$ cat config.mk
export PLATFORM = sky130hd
export DESIGN_NAME = json_string_escaper_top
export DESIGN_NICKNAME = d
export VERILOG_FILES = /design/src/jse_pkg.sv /design/src/json_string_escaper_top.sv /design/src/jse_front.sv /design/src/jse_queue.sv /design/src/jse_back.sv
export SDC_FILE = /design/constraint.sdc
export NUM_CORES = 1
export LEC_CHECK = 0
export ABC_AREA = 1
export BUFFER_PORTS_ARGS = -buffer_cell sky130_fd_sc_hd__buf_2
export CAP_MARGIN = 20
export CORE_UTILIZATION = 56
export DETAILED_ROUTE_END_ITERATION = 6
export PLACE_DENSITY = 0.8
export SLEW_MARGIN = 0
export SYNTH_ARGS = -nofsm -noshare
export SYNTH_HDL_FRONTEND = slang
export SYNTH_SLANG_ARGS = --single-unit
$ cat constraint.sdc
create_clock -name i_clk -period 2.7 [get_ports i_clk]
set_input_delay 0.135 -clock i_clk [delete_from_list [all_inputs] [get_ports i_clk]]
set_output_delay 0.135 -clock i_clk [all_outputs]
set_load 0.02 [all_outputs]
$ cat src/jse_pkg.sv
// Shared types, character codes and helper functions for the JSON string escaper.
// Used by the front, queue, back and top-level modules; depends on nothing.
package jse_pkg;

    // Default depth of the command queue between front and back.
    localparam int JSE_QUEUE_DEPTH = 4;

    // Command kinds passed from the front to the back.
    localparam logic [1:0] KIND_PLAIN = 2'd0;
    localparam logic [1:0] KIND_ESC   = 2'd1;
    localparam logic [1:0] KIND_UNI   = 2'd2;

    // Character codes.
    localparam logic [7:0] CHR_QUOTE  = 8'h22;
    localparam logic [7:0] CHR_BSLASH = 8'h5C;
    localparam logic [7:0] CHR_BS     = 8'h08;
    localparam logic [7:0] CHR_FF     = 8'h0C;
    localparam logic [7:0] CHR_LF     = 8'h0A;
    localparam logic [7:0] CHR_CR     = 8'h0D;
    localparam logic [7:0] CHR_TAB    = 8'h09;
    localparam logic [7:0] CHR_LO_B   = 8'h62;
    localparam logic [7:0] CHR_LO_F   = 8'h66;
    localparam logic [7:0] CHR_LO_N   = 8'h6E;
    localparam logic [7:0] CHR_LO_R   = 8'h72;
    localparam logic [7:0] CHR_LO_T   = 8'h74;
    localparam logic [7:0] CHR_LO_U   = 8'h75;
    localparam logic [7:0] CHR_ZERO   = 8'h30;
    localparam logic [7:0] CHR_ALPHA  = 8'h37;

    // UTF-8 lead boundary: lead bytes from this value up open three-byte sequences.
    localparam logic [7:0] LEAD_THREE = 8'hE0;

    // One command: what kind of run to emit and its payload.
    typedef struct packed {
        logic [1:0]  kind;
        logic [15:0] data;
    } t_cmd;

    // Uppercase hex digit of a nibble.
    function automatic logic [7:0] jse_hex(input logic [3:0] nib);
        logic [7:0] wide;
        wide = {4'd0, nib};
        return (nib < 4'd10) ? (CHR_ZERO + wide) : (CHR_ALPHA + wide);
    endfunction

    // Index of the final byte in the run for a command kind.
    function automatic logic [2:0] jse_last_idx(input logic [1:0] kind);
        logic [2:0] res;
        unique case (kind)
            KIND_PLAIN: res = 3'd0;
            KIND_ESC:   res = 3'd1;
            KIND_UNI:   res = 3'd5;
            default:    res = 3'd0;
        endcase
        return res;
    endfunction

    // Byte number idx of the run that a command produces.
    function automatic logic [7:0] jse_char_at(input t_cmd cmd, input logic [2:0] idx);
        logic [7:0] res;
        res = cmd.data[7:0];
        unique case (cmd.kind)
            KIND_PLAIN: res = cmd.data[7:0];
            KIND_ESC:   res = (idx == 3'd0) ? CHR_BSLASH : cmd.data[7:0];
            KIND_UNI: begin
                unique case (idx)
                    3'd0:    res = CHR_BSLASH;
                    3'd1:    res = CHR_LO_U;
                    3'd2:    res = jse_hex(cmd.data[15:12]);
                    3'd3:    res = jse_hex(cmd.data[11:8]);
                    3'd4:    res = jse_hex(cmd.data[7:4]);
                    default: res = jse_hex(cmd.data[3:0]);
                endcase
            end
            default:    res = cmd.data[7:0];
        endcase
        return res;
    endfunction

endpackage

$ cat src/json_string_escaper_top.sv
// A command is registered in the command queue, then its bytes in the output register.
// The output sequencer emits one output byte per cycle unless stalled: a plain byte
// yields one byte, a two-character escape two, a finished UTF-8 sequence six, a lead none.
// The front accepts while the command queue has room, one word per cycle.
// Reset is synchronous and active low; it clears sequence state, queue and output.
module json_string_escaper_top #(
    parameter int QUEUE_DEPTH = jse_pkg::JSE_QUEUE_DEPTH
) (
    input  logic       i_clk,
    input  logic       i_rst_n,
    input  logic       i_in_valid,
    output logic       o_in_ready,
    input  logic [7:0] i_byte_in,
    input  logic       i_start_of_string,
    output logic       o_out_valid,
    input  logic       i_out_ready,
    output logic [7:0] o_char_out,
    output logic       o_last_of_run
);

    logic          s_accept;
    logic          s_push;
    logic          s_pop;
    logic          s_full;
    logic          s_empty;
    jse_pkg::t_cmd s_cmd;
    jse_pkg::t_cmd s_head;

    assign o_in_ready = !s_full;
    assign s_accept   = i_in_valid && o_in_ready;

    // Front end: sequence tracking and classification.
    jse_front u_front (
        .i_clk             (i_clk),
        .i_rst_n           (i_rst_n),
        .i_accept          (s_accept),
        .i_byte_in         (i_byte_in),
        .i_start_of_string (i_start_of_string),
        .o_push            (s_push),
        .o_cmd             (s_cmd)
    );

    // Command queue.
    jse_queue #(
        .DEPTH (QUEUE_DEPTH)
    ) u_queue (
        .i_clk   (i_clk),
        .i_rst_n (i_rst_n),
        .i_push  (s_push),
        .i_cmd   (s_cmd),
        .i_pop   (s_pop),
        .o_head  (s_head),
        .o_full  (s_full),
        .o_empty (s_empty)
    );

    // Output sequencer.
    jse_back u_back (
        .i_clk         (i_clk),
        .i_rst_n       (i_rst_n),
        .i_head        (s_head),
        .i_empty       (s_empty),
        .o_pop         (s_pop),
        .i_out_ready   (i_out_ready),
        .o_out_valid   (o_out_valid),
        .o_char_out    (o_char_out),
        .o_last_of_run (o_last_of_run)
    );

    // A command is never pushed into a full queue.
    a_no_overflow: assert property (@(posedge i_clk) disable iff (!i_rst_n)
        s_push |-> !s_full)
        else $error("command pushed into full queue");

    // A command is never popped from an empty queue.
    a_no_underflow: assert property (@(posedge i_clk) disable iff (!i_rst_n)
        s_pop |-> !s_empty)
        else $error("command popped from empty queue");

    // Retiring a command leaves the final byte of its run in the output register.
    a_pop_marks_last: assert property (@(posedge i_clk) disable iff (!i_rst_n)
        s_pop |=> (o_out_valid && o_last_of_run))
        else $error("retired command without a final byte");

    // A backslash that opens a run is never the final byte of that run.
    a_escape_not_last: assert property (@(posedge i_clk) disable iff (!i_rst_n)
        (s_pop && (s_head.kind != jse_pkg::KIND_PLAIN)
            && (s_head.data[7:0] != jse_pkg::CHR_BSLASH))
        |=> (o_char_out != jse_pkg::CHR_BSLASH))
        else $error("escape run ended on its leading backslash");

endmodule

$ cat src/jse_front.sv
// Front end of the JSON string escaper: tracks UTF-8 sequence state and
// turns each accepted word into at most one command. Depends on jse_pkg.
module jse_front (
    input  logic           i_clk,
    input  logic           i_rst_n,
    input  logic           i_accept,
    input  logic [7:0]     i_byte_in,
    input  logic           i_start_of_string,
    output logic           o_push,
    output jse_pkg::t_cmd  o_cmd
);

    logic [1:0]  r_pend;
    logic [15:0] r_acc;
    logic [1:0]  n_pend;
    logic [15:0] n_acc;
    logic [1:0]  s_pend;
    logic [15:0] s_acc;
    logic [7:0]  s_esc;
    logic        s_has_out;

    // Start of string drops a partial sequence before the byte is examined.
    assign s_pend = i_start_of_string ? 2'd0 : r_pend;
    assign s_acc  = i_start_of_string ? 16'd0 : r_acc;

    // Two-character escape lookup; zero means none.
    always_comb begin
        unique case (i_byte_in)
            jse_pkg::CHR_QUOTE:  s_esc = jse_pkg::CHR_QUOTE;
            jse_pkg::CHR_BSLASH: s_esc = jse_pkg::CHR_BSLASH;
            jse_pkg::CHR_BS:     s_esc = jse_pkg::CHR_LO_B;
            jse_pkg::CHR_FF:     s_esc = jse_pkg::CHR_LO_F;
            jse_pkg::CHR_LF:     s_esc = jse_pkg::CHR_LO_N;
            jse_pkg::CHR_CR:     s_esc = jse_pkg::CHR_LO_R;
            jse_pkg::CHR_TAB:    s_esc = jse_pkg::CHR_LO_T;
            default:             s_esc = 8'd0;
        endcase
    end

    // Classify the byte and compute the next sequence state.
    always_comb begin
        n_pend    = s_pend;
        n_acc     = s_acc;
        s_has_out = 1'b0;
        o_cmd     = '{kind: jse_pkg::KIND_PLAIN, data: {8'd0, i_byte_in}};
        priority if (s_pend != 2'd0) begin
            n_acc  = {s_acc[9:0], i_byte_in[5:0]};
            n_pend = s_pend - 2'd1;
            if (n_pend == 2'd0) begin
                s_has_out = 1'b1;
                o_cmd     = '{kind: jse_pkg::KIND_UNI, data: n_acc};
            end
        end else if (i_byte_in[7]) begin
            if (i_byte_in < jse_pkg::LEAD_THREE) begin
                n_acc  = {11'd0, i_byte_in[4:0]};
                n_pend = 2'd1;
            end else begin
                n_acc  = {12'd0, i_byte_in[3:0]};
                n_pend = 2'd2;
            end
        end else if (s_esc != 8'd0) begin
            s_has_out = 1'b1;
            o_cmd     = '{kind: jse_pkg::KIND_ESC, data: {8'd0, s_esc}};
        end else begin
            s_has_out = 1'b1;
        end
    end

    assign o_push = i_accept && s_has_out;

    // Sequence state advances only on an accepted word.
    always_ff @(posedge i_clk) begin
        if (!i_rst_n) begin
            r_pend <= 2'd0;
            r_acc  <= 16'd0;
        end else if (i_accept) begin
            r_pend <= n_pend;
            r_acc  <= n_acc;
        end
    end

endmodule

$ cat src/jse_queue.sv
// Short command queue that decouples the front end from the output sequencer.
// Depends on jse_pkg for the command type.
module jse_queue #(
    parameter int DEPTH = jse_pkg::JSE_QUEUE_DEPTH
) (
    input  logic           i_clk,
    input  logic           i_rst_n,
    input  logic           i_push,
    input  jse_pkg::t_cmd  i_cmd,
    input  logic           i_pop,
    output jse_pkg::t_cmd  o_head,
    output logic           o_full,
    output logic           o_empty
);

    localparam int PW = (DEPTH > 1) ? $clog2(DEPTH) : 1;
    localparam int CW = $clog2(DEPTH + 1);
    localparam logic [PW-1:0] LAST_PTR = PW'(DEPTH - 1);
    localparam logic [CW-1:0] FULL_CNT = CW'(DEPTH);

    jse_pkg::t_cmd r_mem [DEPTH];
    logic [PW-1:0] r_wptr;
    logic [PW-1:0] r_rptr;
    logic [CW-1:0] r_count;

    assign o_head  = r_mem[r_rptr];
    assign o_full  = (r_count == FULL_CNT);
    assign o_empty = (r_count == '0);

    // Storage write.
    always_ff @(posedge i_clk) begin
        if (i_push) begin
            r_mem[r_wptr] <= i_cmd;
        end
    end

    // Pointers and fill count.
    always_ff @(posedge i_clk) begin
        if (!i_rst_n) begin
            r_wptr  <= '0;
            r_rptr  <= '0;
            r_count <= '0;
        end else begin
            if (i_push) begin
                r_wptr <= (r_wptr == LAST_PTR) ? '0 : r_wptr + 1'b1;
            end
            if (i_pop) begin
                r_rptr <= (r_rptr == LAST_PTR) ? '0 : r_rptr + 1'b1;
            end
            if (i_push && !i_pop) begin
                r_count <= r_count + 1'b1;
            end else if (i_pop && !i_push) begin
                r_count <= r_count - 1'b1;
            end
        end
    end

endmodule

$ cat src/jse_back.sv
// Output sequencer: expands the queue head command into escaped bytes in an
// output register, one per cycle unless stalled. Depends on jse_pkg.
module jse_back (
    input  logic           i_clk,
    input  logic           i_rst_n,
    input  jse_pkg::t_cmd  i_head,
    input  logic           i_empty,
    output logic           o_pop,
    input  logic           i_out_ready,
    output logic           o_out_valid,
    output logic [7:0]     o_char_out,
    output logic           o_last_of_run
);

    logic [2:0] r_idx;
    logic       r_out_valid;
    logic [7:0] r_out_char;
    logic       r_out_last;
    logic       s_slot_free;
    logic       s_emit;
    logic       s_last;

    assign s_slot_free = !r_out_valid || i_out_ready;
    assign s_emit      = s_slot_free && !i_empty;
    assign s_last      = (r_idx == jse_pkg::jse_last_idx(i_head.kind));
    assign o_pop       = s_emit && s_last;

    // Byte position within the current run.
    always_ff @(posedge i_clk) begin
        if (!i_rst_n) begin
            r_idx <= 3'd0;
        end else if (s_emit) begin
            r_idx <= s_last ? 3'd0 : r_idx + 3'd1;
        end
    end

    // Output register valid flag.
    always_ff @(posedge i_clk) begin
        if (!i_rst_n) begin
            r_out_valid <= 1'b0;
        end else if (s_slot_free) begin
            r_out_valid <= !i_empty;
        end
    end

    // Output register payload.
    always_ff @(posedge i_clk) begin
        if (s_emit) begin
            r_out_char <= jse_pkg::jse_char_at(i_head, r_idx);
            r_out_last <= s_last;
        end
    end

    assign o_out_valid   = r_out_valid;
    assign o_char_out    = r_out_char;
    assign o_last_of_run = r_out_last;

endmodule

==> impl_metrics.ini <==
[timing]
timing.slew.headroom = 0.5821
finalCritPeriodShare = 0.9697
drv_slew = 0
setup_viol = 0
max_freq_mhz = 382.0
tns_ps = 0
tightest_slew_ps = 624.0
finalHoldViolations = 0
fin_skew_ps = 13.61
fin_crit_ps = 2618
whs_ps = 95.40

[cells_and_area]
antenna_cells = 0
fin_util = 0.6477
nNetsFinal = 693
final-seq-area_um2 = 2937
fill_cells = 793
drive_gt1_frac = 0.1619
area_growth_pct = 10.38
multiInputGateArea_um2 = 2173

[clocking]
cts_tree = done
cts_buffers = 9
cts_htree_levels = 3
cts_buffer_depth = 2
clk_pin_slew_worst_paths_ps = 100
clock_latency_ps = 370
cts.sinks = 106
hold_buffers = 0
root_buffer = clkbuf_8

[setup_path]
crit_buf_inv = 5
cpMaxStageDelayCell = fa_2
crit_path_cell_trace = inv_6 > nand2_1 > a32oi_2 > inv_2 > ha_4 > inv_4 > nand2_1 > a21oi_2 > nand2_2 > nor2_4 > inv_2 > ha_2 > inv_2 > fa_2 > o21ai_2 > a21oi_1
critPathTopFamily = adder cells
required_ps = 2960
worst-setup-path-type = reg -> reg
cp_slowest_stage_delay_ps = 430
crit_arrival_ps = 2880
cp_max_fo = 7
crit_path_frequent_cell = inv_2
end_kind = register
cp-start-kind = register

[die]
fp.dieArea_um2 = 10220
num_rows = 35
die_w_um = 101.1
coreArea_um2 = 9371
initial_core_util = 0.5868
dieHeight_um = 101.1
ioPinCount = 24

[global_routing]
grt-ovfl-total = 0
grt_pass1_wl_mm = 19.46
use_met3 = 0.03675
use_met2 = 0.4448
top_usage_layer = met2
grt_pass1_vias = 4088
antenna_found_initial = 0
gr-usage-met1 = 0.3270
grt_max_degree = 29
grt_usage = 0.2536

[yosys]
synth.distinct_cells = 42
ys_warn_count = 0
ys_async_sr_fraction = 0
synth_flop_cell = edfxtp_1
syn_nets = 656
synth.avg_cell_area_um2 = 8.798
synth_top_area_cell = edfxtp_1
synth_top_cell_area_share = 0.4423
synthesis.area_um2 = 5499
synth_edf_count = 81
syn_inst = 625
synth.yosys.seq_area_share = 0.5333
ys_top_cells_by_area = edfxtp_1 (44%), nand2_1 (10%), dfxtp_1 (9.1%)
synth_seq_cells = 106

[detailed_routing]
drc = 0
firstDrtPassIters = 5
ant_nets = 0
vias_per_cell = 5.501
drt_iter0_drc = 219
wl_per_cell_um = 15.38
routed_wirelength_mm = 12.25
vias = 4379

[placed_design]
gp_congestion = 0.8908
hpwlAfterDp_mm = 8.811
port_buffers = 23

[power]
p_leak_nw = 2.552
powerDensity_nw_per_um2 = 991.6
ir_drop_mv = 0.4376

[min_path]
hold_start = i_byte_in[5]
hold_path_class = in -> reg

[job]
drv_cap = 0

[outcome]
outcome = completed
[layer usage]
layer	up-vias	routed length, um
met5	-	0
met4	0	173
met3	14	701
met2	128	6120
met1	2083	5249
li1	2154	-
[worst paths after layout]
check	to	slack, ps	depth (start not counted)
hold reg to reg	u_front.r_acc[6]	500	2
hold / removal	u_front.r_acc[5]	100	3
setup / recovery	u_queue.r_count[1]	80	16
setup reg to reg	u_queue.r_count[1]	80	16
[worst reg2reg max path: stages, from the launching register on]
cell and delay [ps]:
dfxtp_4 390, inv_6 80, nand2_1 70, a32oi_2 250
inv_2 90, ha_4 270, inv_4 70, nand2_1 60
a21oi_2 160, nand2_2 90, nor2_4 110, inv_2 60
ha_2 180, inv_2 70, fa_2 430, o21ai_2 110
a21oi_1 50
[flip-flops by register name, indices dropped and copies added, names as in the netlist, named ones only]
signal / count
u_queue.r_mem: 72
u_queue.r_rptr: 2
u_back.o_out_valid: 1
u_queue.r_wptr: 2
u_front.r_acc: 10
u_queue.r_count: 3
u_back.o_last_of_run: 1
u_back.r_idx: 3
u_back.o_char_out: 8
u_front.r_pend: 2
[power breakdown]
group | switching, W | total [W] | internal, W
Clock | 0.000525 | 0.000925 | 0.000400
Sequential | 0.0000944 | 0.00213 | 0.00204
Combinational | 0.00193 | 0.00296 | 0.00103
Total | 0.00255 | 0.00602 | 0.00347
[final cells by class]
type,count,area share
timing repair buffer,41,0.04535
clock inverter,2,0.002886
inverter,89,0.05628
clock buffer,14,0.02700
multi-input combinational,415,0.3581
tap,129,0.02659
sequential,106,0.4838
[placed cells by master, fill, tap and decap left out, drive strengths merged, types with 6 or more instances in the layout]
cell / n
buf: 41
ha: 17
edfxtp: 81
clkbuf: 14
o21ai: 35
dfxtp: 25
nor2: 75
a32oi: 7
nand4: 6
a21oi: 47
nand2: 158
nor3: 7
nand3: 43
inv: 89
[per-stage QoR]
step,setup WS [ps],cells,area (um^2),total power [W]
floorplan,-0.5969,625,5543,0.004268
global placement,94.08,774,5816,0.004811
detailed placement,-46.94,774,5816,0.004904
CTS,29.66,791,6012,0.005838
global route,-79.62,796,6070,0.006441
finish,81.92,796,6070,0.006018
[repair_timing]
action / 4_1_cts / 5_1_grt
setup buffers: 1 / 5
pin swaps: 1 / 4
resized for setup: 1 / 8
setup endpoints to repair: 2 / 2
[cell families (layout without fill, tap and decap cells)]
| group | count (synthesis) | count (layout) | share of synthesized area |
|---|---|---|---|
| adders and majority gates | 18 | 18 | 0.04232 |
| and+or+nand+nor | 293 | 293 | 0.2305 |
| DFF | 106 | 106 | 0.5333 |
| buffers and inverters | 104 | 146 | 0.08054 |
| xor gates and xnor gates | 1 | 1 | 0.001593 |
| AOI/OAI and AO/OA | 103 | 103 | 0.1117 |
[cells in the mapped netlist (2+ instances only)]
library cell	number
nor2_2	7
a211oi_1	3
a21oi_2	2
o21ai_0	18
nand2_2	12
clkbuf_1	2
buf_2	3
a21oi_4	2
ha_1	17
nor3_1	7
nand2_1	146
buf_4	6
inv_2	12
nand3b_1	2
a32oi_1	7
o21ai_1	16
nand3_1	40
edfxtp_1	81
inv_1	76
o2111ai_1	2
a21oi_1	43
nor2_4	2
dfxtp_1	25
nand3_2	3
nand4_1	6
buf_6	2
nor2_1	66
a31oi_1	3
No activity file was read; power rests on OpenSTA's default activity.
